[src/hw/rtl/ssc_pkg.sv]
package ssc_pkg;

    localparam int MAX_LEN_DEF = 64;
    localparam int STAT_W      = 16;
    localparam int MAG_W       = STAT_W + 1;
    localparam int SQ_W        = 31;
    localparam int SUM_W       = 37;
    localparam int RANK_W      = 6;
    localparam int IN_TDATA_W  = 16;
    localparam int OUT_TDATA_W = 48;
    localparam int QDEPTH      = 4;

    typedef struct packed {
        logic [SQ_W-1:0] square;
        logic            last;
    } t_entry;

    typedef enum logic [1:0] {
        S_FILL = 2'b01,
        S_EMIT = 2'b10
    } t_state;

endpackage

[src/hw/rtl/ssc_front.sv]
module ssc_front (
    input  logic                          i_clk,
    input  logic                          i_rst_n,
    input  logic                          i_valid,
    output logic                          o_ready,
    input  logic [ssc_pkg::STAT_W-1:0]    i_stat,
    input  logic                          i_last,
    output logic                          o_valid,
    input  logic                          i_ready,
    output ssc_pkg::t_entry               o_entry
);
    import ssc_pkg::*;

    logic               r_valid;
    t_entry             r_entry;
    logic [MAG_W-1:0]   ext;
    logic [MAG_W-1:0]   mag;
    logic [2*MAG_W-1:0] prod;

    // magnitude of the signed value, 0..32768
    assign ext     = {i_stat[STAT_W-1], i_stat};
    assign mag     = i_stat[STAT_W-1] ? (~ext + MAG_W'(1)) : ext;
    assign prod    = mag * mag;
    assign o_ready = !r_valid || i_ready;
    assign o_valid = r_valid;
    assign o_entry = r_entry;

    always_ff @(posedge i_clk) begin
        if (!i_rst_n) begin
            r_valid <= 1'b0;
        end else if (o_ready) begin
            r_valid <= i_valid;
        end
    end

    always_ff @(posedge i_clk) begin
        if (o_ready && i_valid) begin
            r_entry.square <= prod[SQ_W-1:0];
            r_entry.last   <= i_last;
        end
    end

endmodule

[config.mk]
export PLATFORM = sky130hd
export DESIGN_NAME = ssc_front
export DESIGN_NICKNAME = d
export VERILOG_FILES = /design/src/hw/rtl/ssc_pkg.sv /design/src/hw/rtl/ssc_front.sv
export SDC_FILE = /design/constraint.sdc
export NUM_CORES = 1
export LEC_CHECK = 0
export BUFFER_PORTS_ARGS = -buffer_cell sky130_fd_sc_hd__buf_2
export CAP_MARGIN = 20
export CORE_MARGIN = 8
export CORE_UTILIZATION = 58
export CTS_BUF_LIST = sky130_fd_sc_hd__clkbuf_16
export CTS_CLUSTER_DIAMETER = 150
export DETAILED_ROUTE_END_ITERATION = 6
export GPL_TIMING_DRIVEN = 0
export PLACE_DENSITY = 0.79
export SYNTH_ARGS = -nofsm -noshare
export SYNTH_HDL_FRONTEND = slang
export SYNTH_SLANG_ARGS = --single-unit
[constraint.sdc]
create_clock -name i_clk -period 7.1 [get_ports i_clk]
set_input_delay 0.71 -clock i_clk [delete_from_list [all_inputs] [get_ports i_clk]]
set_output_delay 0.71 -clock i_clk [all_outputs]
set_load 0.005 [all_outputs]
# After elaboration in Yosys (flattened, before gate mapping)
# Cells that the tools add are included.
# word_totals
ff_bits	33
output_inout_bits	34
# op_classes
n_bitwise	1
n_addsub	1
multipliers	1
muxes	1
n_reduce_logical	3
# ops
op	count
$mul 17x17->31	1
$add 17x1->17 const B	1
$mux 17	1
$not 17->17	1
$logic_and 1x1->1	1
$logic_not 1->1	1
$logic_or 1x1->1	1

# Logic depth before layout (Yosys ltp)
# depth
ltp_word	4
ltp_mapped	29
mapped_depth_nobuf	27

# Least setup slack after synthesis
# OpenSTA, ideal clock, no wires.
# synth_timing
kind	input-to-reg
from	input port i_stat[0] (netlist bit)
to	register r_entry (netlist bit o_entry[29]) (data pin)
arrival_time_ns	7.271
setup_ns	0.258
slack_ns	-0.429
n_path_buf	2
path_stages	26
required_time_ns	6.842
cell_sequence	clkbuf_1 > clkinv_1 > ha_1 > nand3b_1 > or3_1 > o21ai_0 > xnor2_1 > buf_2 > nand2_1 > fa_1 > inv_1 > fa_1 > fa_1 > fa_1 > fa_1 > inv_1 > fa_1 > inv_1 > ha_1 > and3_1 > o211ai_1 > a211oi_1 > a211o_1 > nand3_1 > a221o_1 > xnor2_1
# synth_between
elab_chain_len	4
# synth_lines
element	line	text
start: declaration	ssc_front.sv:6	input logic [ssc_pkg::STAT_W-1:0] i_stat,
$not 17->17	ssc_front.sv:22	assign mag = i_stat[STAT_W-1] ? (~ext + MAG_W'(1)) : ext;
$add 17x1->17	ssc_front.sv:22	
$mux 17 *	ssc_front.sv:22	
$mul 17x17->31 *	ssc_front.sv:23	assign prod = mag * mag;
via prod[28]	ssc_front.sv:18	logic [2*MAG_W-1:0] prod;
end: declaration	ssc_front.sv:15	t_entry r_entry;
# Mark *: on every way through the listed nets, which the timed path passes. The rest lies on a longest branch.
# A chain may end at the register's enable or synchronous reset.

# Worst setup path after layout
# layout_timing
from	input port i_stat[8] (netlist bit)
to	register r_entry (netlist bit o_entry[31]) (data pin)
# Same word-level chain as after synthesis.

==> summary.txt <==
Floorplan
  • DIE AREA: slightly below 20000 sq um
  • Standard-cell rows: 45
  • Die Span X: 139.9 microns
  • I/O pin count: 55
  • Core area: between 15000 and 20000 sq um
  • Die height: between 100 and 150 microns
  • Initial Util: 0.5903

GRT
  • GR Overflow Total: 0
  • Vias in the first global route: 7513
  • GRT Util Overall: 0.2297
  • First-pass GRT wire length: approximately 36 mm
  • Initial antenna violation count: 0
  • Largest net degree at the start of global routing: 32

Run status
  • Status: finished with violations
  • Failing checks: negative setup slack

Clock network
  • Clock sink count: 32
  • H-tree level count: 2
  • Clock Tree Buf Depth: 2
  • Num CTS Buffers: 5
  • Clock-pin transition on the worst setup and hold timing paths: approximately 70 ps
  • Hold Buf Count CTS: 0
  • Clock root buffer: clkbuf_16
  • Clk_lat worst skew: 300 ps
  • CTS tree: done

Min path
  • Worst Hold Class: flop to flop

Synthesis
  • Warnings from Yosys: 0
  • Post-synth EDFFs: 31
  • Synth Cell Area: ~8900 sq um
  • Largest family of logic cells by synthesized area: adder cells
  • Mux contribution to synthesized area: 0.001264
  • Post-synth top flop: edfxtp_1
  • Synth top area share: 0.4270
  • Post-Synth Adder-Cell Area: 0.5577
  • Cells after Synth: approximately 940
  • Post-synthesis compound-gate area fraction: 0.06560
  • Unique masters post-synth: 57
  • Area leader, netlist: fa_1
  • Seq cells post-synth: 32
  • Post-Synth XOR/XNOR Area: 0.04692
  • Synth area leaders: fa_1 (43%), ha_1 (13%), inv_1 (12%)
  • Seq/Total Area, Yosys: 0.1068
  • Fraction of registers with async set/reset: 0
  • Syn_area_per_cell: between 9 and 10 sq um
  • Simple-gate area share of the yosys netlist: 0.09566

Finish
  • Ant. Diodes: 0
  • Most frequent cells in the layout: inv_1 (256), fa_1 (177), nand2_1 (85), ha_1 (81)
  • Filler cell count: approximately 1000
  • Most common cell after layout, fill and taps aside: inv_1
  • Layout area overhead: 22.76%
  • Layout cells sized above 1: 0.2298
  • # nets final: around 1400
  • Final non-filler cell total: approximately 1300
  • Final cell utilization of the core: 0.7246

Placement
  • GP Congestion: slightly above 0.9
  • Pre-CTS setup slack: -1538 ps
  • Port buffer count: 53
  • Post-DP HPWL: roughly 16 mm
  • DP Cell Count: 1212

Worst setup path
  • Worst Path Arrival: between 7000 and 8000 ps
  • Crit Path Class: input pin to flop
  • Startpoint types: input pin
  • Crit. End Element: flop
  • Reg2reg setup slack: 5630 ps
  • CP max FO: 5
  • Required @ worst endpoint: between 7000 and 8000 ps

Flow run
  • Max-cap violation count: 0

STA
  • Fmax: about 0.14 GHz
  • Max-Slew Margin vs Limit: 0.4517
  • Worst-Margin Slew: 822.5 ps
  • Final Hold Viols: 0
  • Skew final: 10.20 ps
  • Worst setup margin: -170.6 ps
  • Final setup viols: 6
  • Period utilization: 1.024
  • RSZ-0062 raised after global routing: yes
  • Crit path time final: 7271 ps
  • Final Max Tran Viols: 0

Routing
  • Routed via count: between 6000 and 7000
  • Detailed-route wire length: approximately 22 mm
  • DR iter-0 viols: between 300 and 400
  • Drt wl/cell: about 17 microns
  • Vias per cell: around 5.3
  • Drt drc: 0
  • Pre-antenna DRT Iters: 5
  • Final antenna-violating net count: 0
[path summary, 6_finish.rpt]
check | endpoint | cells past startpoint | from
setup / recovery | o_entry[31] | 27 | i_stat[8]
hold / removal | o_valid | 2 | o_valid
setup reg to reg | o_entry[26] | 2 | o_valid
hold reg to reg | o_valid | 2 | o_valid
[cell families after synthesis]
logic type / Yosys count
flops: 32
fa+ha+maj: 283
simple gates: 194
buf+inv: 293
mux: 1
compound gates: 88
other cells: 2
xor+xnor: 46
[area by class of cell]
cell class | count | area [sq um] | area share
sequential | 32 | 950.9 | 0.08697
inverter | 278 | 1060 | 0.09692
multi-input combinational | 646 | 7626 | 0.6975
clock buffer | 5 | 125.1 | 0.01144
buffer | 14 | 130.1 | 0.01190
tap | 188 | 235.2 | 0.02151
clock inverter | 3 | 42.54 | 0.003891
timing repair buffer | 110 | 764.5 | 0.06992
[cell usage after synthesis (all sizes together) (2+ instances only)]
cell type	count
ha	93
o21a	6
nand2	100
o31ai	4
a21o	10
or3	4
edfxtp	31
o41ai	2
nand4	2
buf	6
a21boi	4
o21ai	14
and2	5
nor2b	4
xnor2	29
o21bai	4
fa	190
nor3	5
clkbuf	9
nor2	55
conb	2
xor2	17
a21oi	24
nand3b	2
nand2b	3
and3	6
a31oi	4
nand3	3
a211oi	3
clkinv	3
inv	275
[sequential cells by signal, summed over array words and instances, names as in the netlist]
name and cells:
o_entry 31, o_valid 1
[worst max-delay path: stages]
cell      delay (ps)
buf_2            140
or4_4            490
or3_4            430
o31a_1           280
xor2_2           190
buf_4            140
buf_6            130
buf_6            120
nand2_4           70
inv_2             40
fa_1             470
inv_1             50
fa_1             450
fa_2             540
inv_2             40
fa_2             520
fa_1             420
fa_1             540
ha_4             230
a211oi_2         170
nand2_1           70
a31o_2           220
a211o_4          370
nand3_4          110
buf_6            100
a41oi_2          110
xnor2_1          150
[per-stage QoR]
stage	TNS, ps	hold WS, ps	cell area [sq um]
finish	-731.5	520.4	10930
global route	-2751	571.3	10930
CTS	-461.0	528.1	10540
detailed placement	-21580	519.0	9671
global placement	-20380	504.8	9669
floorplan	-6.897	536.6	9169
[per-layer routing]
layer,track usage,vias to the layer above,share of wire
li1,-,3069,-
met1,0.2467,3397,0.35
met2,0.4273,246,0.55
met3,0.04213,82,0.060
met4,0.1109,0,0.045
met5,0,-,0
[timing repair]
action                                  4_1_cts  5_1_grt
pin swaps                                    69       51
setup buffers                                40       18
endpoints found under the setup margin       19       15
resized for setup                            89       70
cloned                                        1        0
Power is not shown: default switching activity piles up to over one toggle a cycle in this logic, so the estimate is an artifact.
