File: config.mk
export PLATFORM = sky130hd
export DESIGN_NAME = ssc_fifo
export DESIGN_NICKNAME = d
export VERILOG_FILES = /design/src/hw/rtl/ssc_pkg.sv /design/src/hw/rtl/ssc_fifo.sv
export SDC_FILE = /design/constraint.sdc
export NUM_CORES = 1
export LEC_CHECK = 0
export BUFFER_PORTS_ARGS = -buffer_cell sky130_fd_sc_hd__buf_2
export CORE_ASPECT_RATIO = 1.75
export CORE_UTILIZATION = 56
export DETAILED_ROUTE_END_ITERATION = 10
export HOLD_SLACK_MARGIN = 0.12
export PLACE_DENSITY = 0.83
export SETUP_SLACK_MARGIN = 0.2
export SYNTH_ARGS = -nofsm -noshare
export SYNTH_HDL_FRONTEND = slang
export SYNTH_SLANG_ARGS = --single-unit
File: constraint.sdc
create_clock -name i_clk -period 2.5 [get_ports i_clk]
set_input_delay 0.125 -clock i_clk [delete_from_list [all_inputs] [get_ports i_clk]]
set_output_delay 0.125 -clock i_clk [all_outputs]
set_load 0.1 [all_outputs]
File: src/hw/rtl/ssc_pkg.sv
package ssc_pkg;

    localparam int MAX_LEN_DEF = 64;
    localparam int STAT_W      = 16;
    localparam int MAG_W       = STAT_W + 1;
    localparam int SQ_W        = 31;
    localparam int SUM_W       = 37;
    localparam int RANK_W      = 6;
    localparam int IN_TDATA_W  = 16;
    localparam int OUT_TDATA_W = 48;
    localparam int QDEPTH      = 4;

    typedef struct packed {
        logic [SQ_W-1:0] square;
        logic            last;
    } t_entry;

    typedef enum logic [1:0] {
        S_FILL = 2'b01,
        S_EMIT = 2'b10
    } t_state;

endpackage

File: src/hw/rtl/ssc_fifo.sv
module ssc_fifo (
    input  logic            i_clk,
    input  logic            i_rst_n,
    input  logic            i_valid,
    output logic            o_ready,
    input  ssc_pkg::t_entry i_entry,
    output logic            o_valid,
    input  logic            i_ready,
    output ssc_pkg::t_entry o_entry
);
    import ssc_pkg::*;

    localparam int PW = $clog2(QDEPTH);
    localparam int CW = $clog2(QDEPTH + 1);

    t_entry          r_slot [QDEPTH];
    logic [PW-1:0]   r_wptr;
    logic [PW-1:0]   r_rptr;
    logic [CW-1:0]   r_cnt;
    logic            push;
    logic            pop;

    assign o_ready = r_cnt != CW'(QDEPTH);
    assign o_valid = r_cnt != '0;
    assign o_entry = r_slot[r_rptr];
    assign push    = i_valid && o_ready;
    assign pop     = o_valid && i_ready;

    always_ff @(posedge i_clk) begin
        if (!i_rst_n) begin
            r_wptr <= '0;
            r_rptr <= '0;
            r_cnt  <= '0;
        end else begin
            if (push) begin
                r_wptr <= (r_wptr == PW'(QDEPTH - 1)) ? '0 : r_wptr + PW'(1);
            end
            if (pop) begin
                r_rptr <= (r_rptr == PW'(QDEPTH - 1)) ? '0 : r_rptr + PW'(1);
            end
            if (push && !pop) begin
                r_cnt <= r_cnt + CW'(1);
            end else if (pop && !push) begin
                r_cnt <= r_cnt - CW'(1);
            end
        end
    end

    always_ff @(posedge i_clk) begin
        if (push) begin
            r_slot[r_wptr] <= i_entry;
        end
    end

endmodule

After elaboration in Yosys (flattened, before gate mapping) --
Memory sizes are Yosys's and may differ from the RTL's. A register that Yosys moved wholly into a read port is not among the register bits. Cells that the tools add are included.
Storage, ports and cells: word-level logic and storage cells 27, memory bits (writable) 128, register bits after elaboration 7, output and inout bits 34, memories 1, bits of input ports 36
Cells by class: equality and inequality tests 3, add/subtract/negate cells 4, reductions and logical operators 8, muxes and demuxes 8
Memories:
- r_slot | words 4, width 32, read ports 1, clocked after Yosys merged registers in 1, write ports 1, RTL line ssc_fifo.sv:16 | t_entry r_slot [QDEPTH];
Operator list (count):
- 2-bit 2-to-1 mux | 4
- 3-bit 2-to-1 mux | 2
- 2-bit by 1-bit adder with 2-bit output, second input constant | 2
- 2-bit equality test, second input constant | 2
- 1-bit logical AND | 4
- 3-bit by 1-bit adder with 3-bit output, second input constant | 1
- 3-bit != test, second input constant | 1
- 3-bit nonzero test | 1
- 3-bit by 1-bit subtractor with 3-bit output, second input constant | 1
- 1-bit zero test | 2
- 1-bit 2-to-1 mux | 2
- 2-bit nonzero test | 1

Depth between registers and ports, before layout --
Gate-level depths: netlist of the first run.
depth in word-level cells 6, gate-level depth with buffers 9, gate-level depth less buffers 8

Least setup slack after synthesis of the first run --
OpenSTA, ideal clock, no wires.
kind register to register, from register r_cnt[0], to register r_cnt[2], setup slack 0.178 ns, period minus slack after synthesis 2.322 ns, data required time 2.424 ns, path buffers 1, stages on the path, launching flop included 10, setup time 0.076 ns, arrival 2.246 ns, cells stage by stage dfxtp_1 or3b_1 buf_6 and2_4 ha_1 inv_1 fa_1 xor2_1 or3_2 a21boi_0
On the way: cells in the longest elaborated chain, start to end 5, elaborated cells between the ends (all ways) 13, those cells by class 2 x add/sub; 1 x eq/ne; 2 x mux; 8 x reduce/logical
Ends and longest elaborated chain:
- start, declared | RTL line ssc_fifo.sv:19 | logic [CW-1:0] r_cnt;
- start signal, assigned | RTL line ssc_fifo.sv:42 | r_cnt <= r_cnt + CW'(1);
- start signal, assigned | RTL line ssc_fifo.sv:44 | r_cnt <= r_cnt - CW'(1);
- 3-bit != test (*) | RTL line ssc_fifo.sv:23 | assign o_ready = r_cnt != CW'(QDEPTH);
- net o_ready | RTL line ssc_fifo.sv:5 | output logic o_ready,
- 1-bit logical AND (*) | RTL line ssc_fifo.sv:26 | assign push = i_valid && o_ready;
- net push | RTL line ssc_fifo.sv:20 | logic push;
- 1-bit zero test | RTL line ssc_fifo.sv:43 | end else if (pop && !push) begin
- 1-bit logical AND | RTL line ssc_fifo.sv:43
- 2-bit nonzero test (no line)
The timed path passes the listed nets; every way through them passes the cells marked *. The select of a mux whose other input is x is not followed. A chain may end at the register's enable or synchronous reset.

Worst setup path after layout of the first run --
from register r_cnt[2], to register r_wptr[0]
On the way: cells in the longest elaborated chain, start to end 2
Ends and longest elaborated chain:
- 3-bit != test | RTL line ssc_fifo.sv:23
- 1-bit logical AND | RTL line ssc_fifo.sv:26
- end signal, assigned | RTL line ssc_fifo.sv:36 | r_wptr <= (r_wptr == PW'(QDEPTH - 1)) ? '0 : r_wptr + PW'(1);
- end, declared | RTL line ssc_fifo.sv:17 | logic [PW-1:0] r_wptr;
No other way between the ends.

==> flow_summary.toml, run 1 <==
[die]
dieArea_sq_mm = 0.00950
initial_core_util_pct = 58.4
placeableCoreArea_sq_mm = 0.00873
num_rows = 45
die_h_um = 128
die_w_um = 74.1
io_pins = 70

[hold_path]
hold_path_depth = 4
hp-class = "in -> reg"
min-delay-start = "i_ready"

[global_routing]
grt_antenna_before_repair = 0
grt-ovfl-total = 0
grtUsageTotal_pct = 21.8
grt_start_max_net_pins = 33
grt_pass1_wl_um = 14100
grt_pass1_vias = 2657

[cts]
cts_max_level = 4
cts.sinks = 137
cts-buffers-inserted = 17
cts_buffer_depth = 2
cts_tree = "yes"
insertion_delay_ns = 0.40
root_buffer = "clkbuf_16"
clkTransAtPathRegs_ns = 0.05

[setup_path]
crit_arrival_ns = 2.53
r2r-start = "r_cnt[2]"
crit_fanout = 7
path_class = "reg -> reg"
reg2reg_to = "r_wptr[0]"
critPathCaptureType = "flip-flop"
ff2ff_path_depth = 5
worstPathRequired_ns = 2.78
critPathLaunchType = "flip-flop"
r2r_slack_ns = 0.25

[timing]
period_share_pct = 89.8
rsz0062_at_grt = "false"
period_needed_ns = 2.25
setup_viol = 0
max_slew_margin_pct = 43.1
finalClockSkew_ns = 0.00800
finalSetupTns_ns = 0
whs_ns = 0.247
fmaxAchievable_mhz = 445
worst_pin_slew_ns = 0.854
slew_viol_final = 0
hold_violations = 0

[yosys]
synth_top_area_share_pct = 75.4
synth_top_area_cell = "edfxtp_1"
synthDistinctLibCells = 28
ys_seq_area_share_pct = 79.0
yosysWarnings = 0
synthesis.area_sq_mm = 0.00509
syn_nets = 261
synthTopCellsByArea = "edfxtp_1 75%, mux4_2 14%, dfxtp_1 3.5%, ha_1 1.5%, and3_2 0.59%"
netlist_instances = 218
ys_seq_elements = 137
synth_area_per_cell_sq_um = 23.4

[place]
dp_hpwl_um = 5000
portBuffers = 69
gp_congestion = 0.720
place_area_sq_mm = 0.00560

[route]
drc = 0
drt-total-wl_um = 9260
dr.pass1.iters = 4
wl_per_cell_um = 19.8
drt_iter0_drc = 206
vias_per_cell = 5.48
ant_nets = 0
via_count = 2563

[cells_and_area]
nNetsFinal = 381
finalInstanceArea_sq_mm = 0.00652
drive_gt1_share_pct = 41.6
fin_util_pct = 74.7
area_growth_pct = 27.9
num_antenna_cells = 0

[pwr]
finalPower_mw = 8.28
leakage_nw = 2.28
power.density_mw_per_mm2 = 1270
ir_drop_mv = 1.51

[run]
maxCapViolCount = 0

[run_status]
outcome = "complete, no violations"
[per-layer routing]
metal / up-vias / track usage [%] / routed length (um)
li1: 1152 / - / -
met1: 1291 / 26.8 / 3630
met2: 104 / 34.5 / 5020
met3: 16 / 6.53 / 358
met4: 0 / 11.5 / 248
met5: - / 0 / 0
[registers in the layout, indices dropped and copies added, names as in the netlist, named ones only]
name,flops
r_rptr,2
r_cnt,3
r_wptr,2
r_slot,128
[placed cells by master (no fill, tap or decap), types with 2 or more instances in the layout]
cell and n:
nand3_1 2, buf_2 69, clkinv_2 5, clkinv_1 4, edfxtp_1 128, clkbuf_1 3
inv_1 3, mux2i_1 2, buf_12 2, ha_1 5, o21ai_0 3, or3_2 2
bufinv_16 2, mux4_2 32, nor2_1 2, clkbuf_16 17, dlygate4sd3_1 36, dfxtp_1 5
and3_2 4, buf_4 3, nand2_1 5, dfxtp_2 4
[through the flow]
stage                     cells  setup WS, ns
after floorplan             218         0.216
after global placement      400         0.316
after detailed placement    400         0.149
after CTS                   468         0.203
after global routing        468         0.203
final                       468         0.254
[what timing repair did]
action / 4_1_cts / 5_1_grt
buffers inserted: 0 / 0
cloned: 0 / 0
setup endpoints to repair: 1 / 1
endpoints found under the hold margin: 134 / 0
hold buffers: 36 / 0
resized for setup: 2 / 5
pin swaps: 0 / 0
[cells by family after synthesis]
logic type               synth area share, %
AND/OR/NAND/NOR                         2.31
AO/OA/AOI/OAI                          0.688
XOR/XNOR                               0.344
flip-flops                              79.0
buffers and inverters                   1.28
adder cells (fa/ha/maj)                 1.87
multiplexers                            14.5
[worst max-delay path, stage by stage, from the launching register on]
cell and delay, ns:
dfxtp_1 0.40, or3b_4 0.44, nand4_1 0.11, dlygate4sd3_1 0.56, o21ai_1 0.06, dlygate4sd3_1 0.56
[cell type report]
type	count	area [sq um]
tap	117	146
timing repair buffer	110	768
multi-input combinational	69	1020
fill	465	2210
clock inverter	12	108
clock buffer	20	437
inverter	3	11.3
sequential	137	4030
[worst max path at each step]
stage,slack (ns),startpoint,depth (start not counted),end
global placement,0.32,r_cnt[0],8,r_cnt[2]
detailed placement,0.15,r_cnt[0],8,r_cnt[2]
global route,0.20,r_cnt[2],8,r_cnt[2]
CTS,0.20,r_cnt[2],8,r_cnt[2]
finish,0.25,r_cnt[2],5,r_wptr[0]
floorplan,0.22,r_cnt[0],9,r_cnt[2]
[synthesized netlist by cell type (all sizes together)]
cell	number
nand4	1
nor2b	1
ha	6
or3b	1
xor2	1
nor2	2
o31ai	1
dfxtp	9
mux2i	2
buf	8
and2	2
mux4	32
clkbuf	1
o21ai	4
fa	1
or3	2
nand2	5
edfxtp	128
xnor2	1
and3	4
nand3	2
a21boi	1
inv	3
[report_power, final]
group	total, mW	internal [mW]	leakage [nW]	switching (mW)
Combinational	3.07	0.739	0.765	2.33
Sequential	2.92	2.80	1.25	0.121
Clock	2.28	1.44	0.267	0.842
Total	8.28	4.98	2.28	3.30
Power figures use the tool's default switching activity.
==> run 2: changes to the inputs <==
- PLACE_DENSITY: 0.83 -> 0.78
==> run 2 against run 1 <==
  * Via count down 1.5%
  * Register-to-register slack better by 0.03 ns
  * Clock skew down 0.0024 ns
  * Final area up 0.44%
  * Die area unchanged
  * Critical endpoint is now r_cnt[2]
==> flow_summary.toml, run 2 (synthesis results as in run 1) <==
[die]
placeableCoreArea_sq_mm = 0.00873
die_w_um = 74.1
dieArea_sq_mm = 0.00950
die_h_um = 128
io_pins = 70
num_rows = 45
initial_core_util_pct = 58.4

[setup_path]
path_class = "reg -> reg"
crit_fanout = 7
critPathCaptureType = "flip-flop"
worstPathRequired_ns = 2.84
path_buf_inv = 1
slowest_stage = "or3b_4"
path_delay_family = "simple AND/OR/NAND/NOR gates"
crit_chain = "or3b_4 > and2_4 > ha_1 > inv_1 > fa_2 > xor2_1 > or3_2 > a21boi_1"
cpPeakStageDelay_ns = 0.43
critPathLaunchType = "flip-flop"
crit_arrival_ns = 2.56

[cells_and_area]
area_growth_pct = 28.5
reg.largest.list = "r_slot x128, r_cnt x3"
drive_gt1_share_pct = 40.5
num_antenna_cells = 0
fillers = 493
final_common_cell = "edfxtp_1"
final_cell_mix = "128 x edfxtp_1, 69 x buf_2, 36 x dlygate4sd3_1, 32 x mux4_2, 17 x clkbuf_16"
regMostFlops = "r_slot"
fin_util_pct = 75.0
nNetsFinal = 381
largest_register_ff_count = 128
stdcell_count = 468

[pwr]
finalPower_mw = 8.42
power.density_mw_per_mm2 = 1290
leakage_nw = 2.29
ir_drop_mv = 0.996

[global_routing]
grt_pass1_vias = 2678
met2_usage_pct = 35.0
grt-ovfl-total = 0
grt_util_met3_pct = 6.37
met1_usage_pct = 22.0
grt_antenna_before_repair = 0
grt_pass1_wl_um = 13200
grtUsageTotal_pct = 20.4
busiest_layer = "met2"
grt_start_max_net_pins = 33

[place]
gp_congestion = 0.672
dp_hpwl_um = 4940
portBuffers = 69
dp_cells = 400

[timing]
fmaxAchievable_mhz = 451
finalClockSkew_ns = 0.00557
setup_viol = 0
period_needed_ns = 2.22
finalSetupTns_ns = 0
worst_pin_slew_ns = 0.861
max_slew_margin_pct = 42.6
period_share_pct = 88.7
hold_violations = 0
rsz0062_at_grt = "false"
slew_viol_final = 0

[run_status]
outcome = "complete, no violations"

[route]
wl_per_cell_um = 18.5
drt-total-wl_um = 8670
dr.pass1.iters = 4
drt_iter0_drc = 133
drc = 0
via_count = 2525
vias_per_cell = 5.40
ant_nets = 0

[cts]
cts.sinks = 137
clkTransAtPathRegs_ns = 0.06
cts_buffer_depth = 2
insertion_delay_ns = 0.41
cts_tree = "yes"
cts_max_level = 4
cts-buffers-inserted = 17
root_buffer = "clkbuf_16"
post_cts_buffers = 0

[run]
maxCapViolCount = 0

[hold_path]
hp-class = "in -> reg"
[run 2: cell count changes in the layout (fill, tap and decap cells not counted), sizes merged]
cell    previous run  this run
bufinv             2         4
clkinv             9         7
[run 2: area by class of cell]
| type | instances | area (sq um) | share of cell area (%) |
|---|---|---|---|
| clock inverter | 12 | 155 | 2.37 |
| inverter | 3 | 11.3 | 0.172 |
| tap | 117 | 146 | 2.24 |
| sequential | 137 | 4030 | 61.6 |
| timing repair buffer | 110 | 756 | 11.5 |
| clock buffer | 20 | 437 | 6.67 |
| multi-input combinational | 69 | 1010 | 15.4 |
[run 2: worst paths after layout]
check | start | end | slack, ns | cells after the start
hold / removal | i_ready | flip-flop | 0.18 | 4
setup / recovery | r_cnt[2] | r_cnt[2] | 0.28 | 8
hold reg to reg | r_wptr[1] | r_wptr[1] | 0.51 | 2
setup reg to reg | r_cnt[2] | r_cnt[2] | 0.28 | 8
[run 2: power breakdown]
part / total, mW / switching [mW] / internal (mW)
logic: 3.00 / 2.28 / 0.717
registers: 2.94 / 0.135 / 2.80
clock network: 2.49 / 0.844 / 1.64
total: 8.42 / 3.26 / 5.16
[run 2: worst reg2reg max path, cell delays in order (launching register included)]
cell and delay, ns:
dfxtp_1 0.36, or3b_4 0.43, and2_4 0.19, ha_1 0.22, inv_1 0.09, fa_2 0.21, xor2_1 0.08, or3_2 0.42
a21boi_1 0.14
[run 2: layer usage]
metal / vias up / part of all wire [%]
met5: - / 0
met4: 0 / 2.6
met3: 20 / 3.9
met2: 70 / 55
met1: 1284 / 38
li1: 1151 / -
[run 2: what timing repair did]
action | in CTS | in global routing
hold buffers | 36 | 0
gates cloned | 0 | 0
gates resized for setup | 2 | 3
endpoints found under the hold margin | 137 | 0
endpoints found under the setup margin | 1 | 1
[run 2: per-stage QoR]
step           hold WS (ns)  area (sq um)  worst slack (ns)
4_1_cts               0.165          6540             0.202
3_5_place_dp          0.342          5590             0.167
6_report              0.176          6550             0.283
3_3_place_gp          0.335          5590             0.314
5_1_grt               0.191          6550             0.201
2_1_floorplan         0.224          5100             0.216
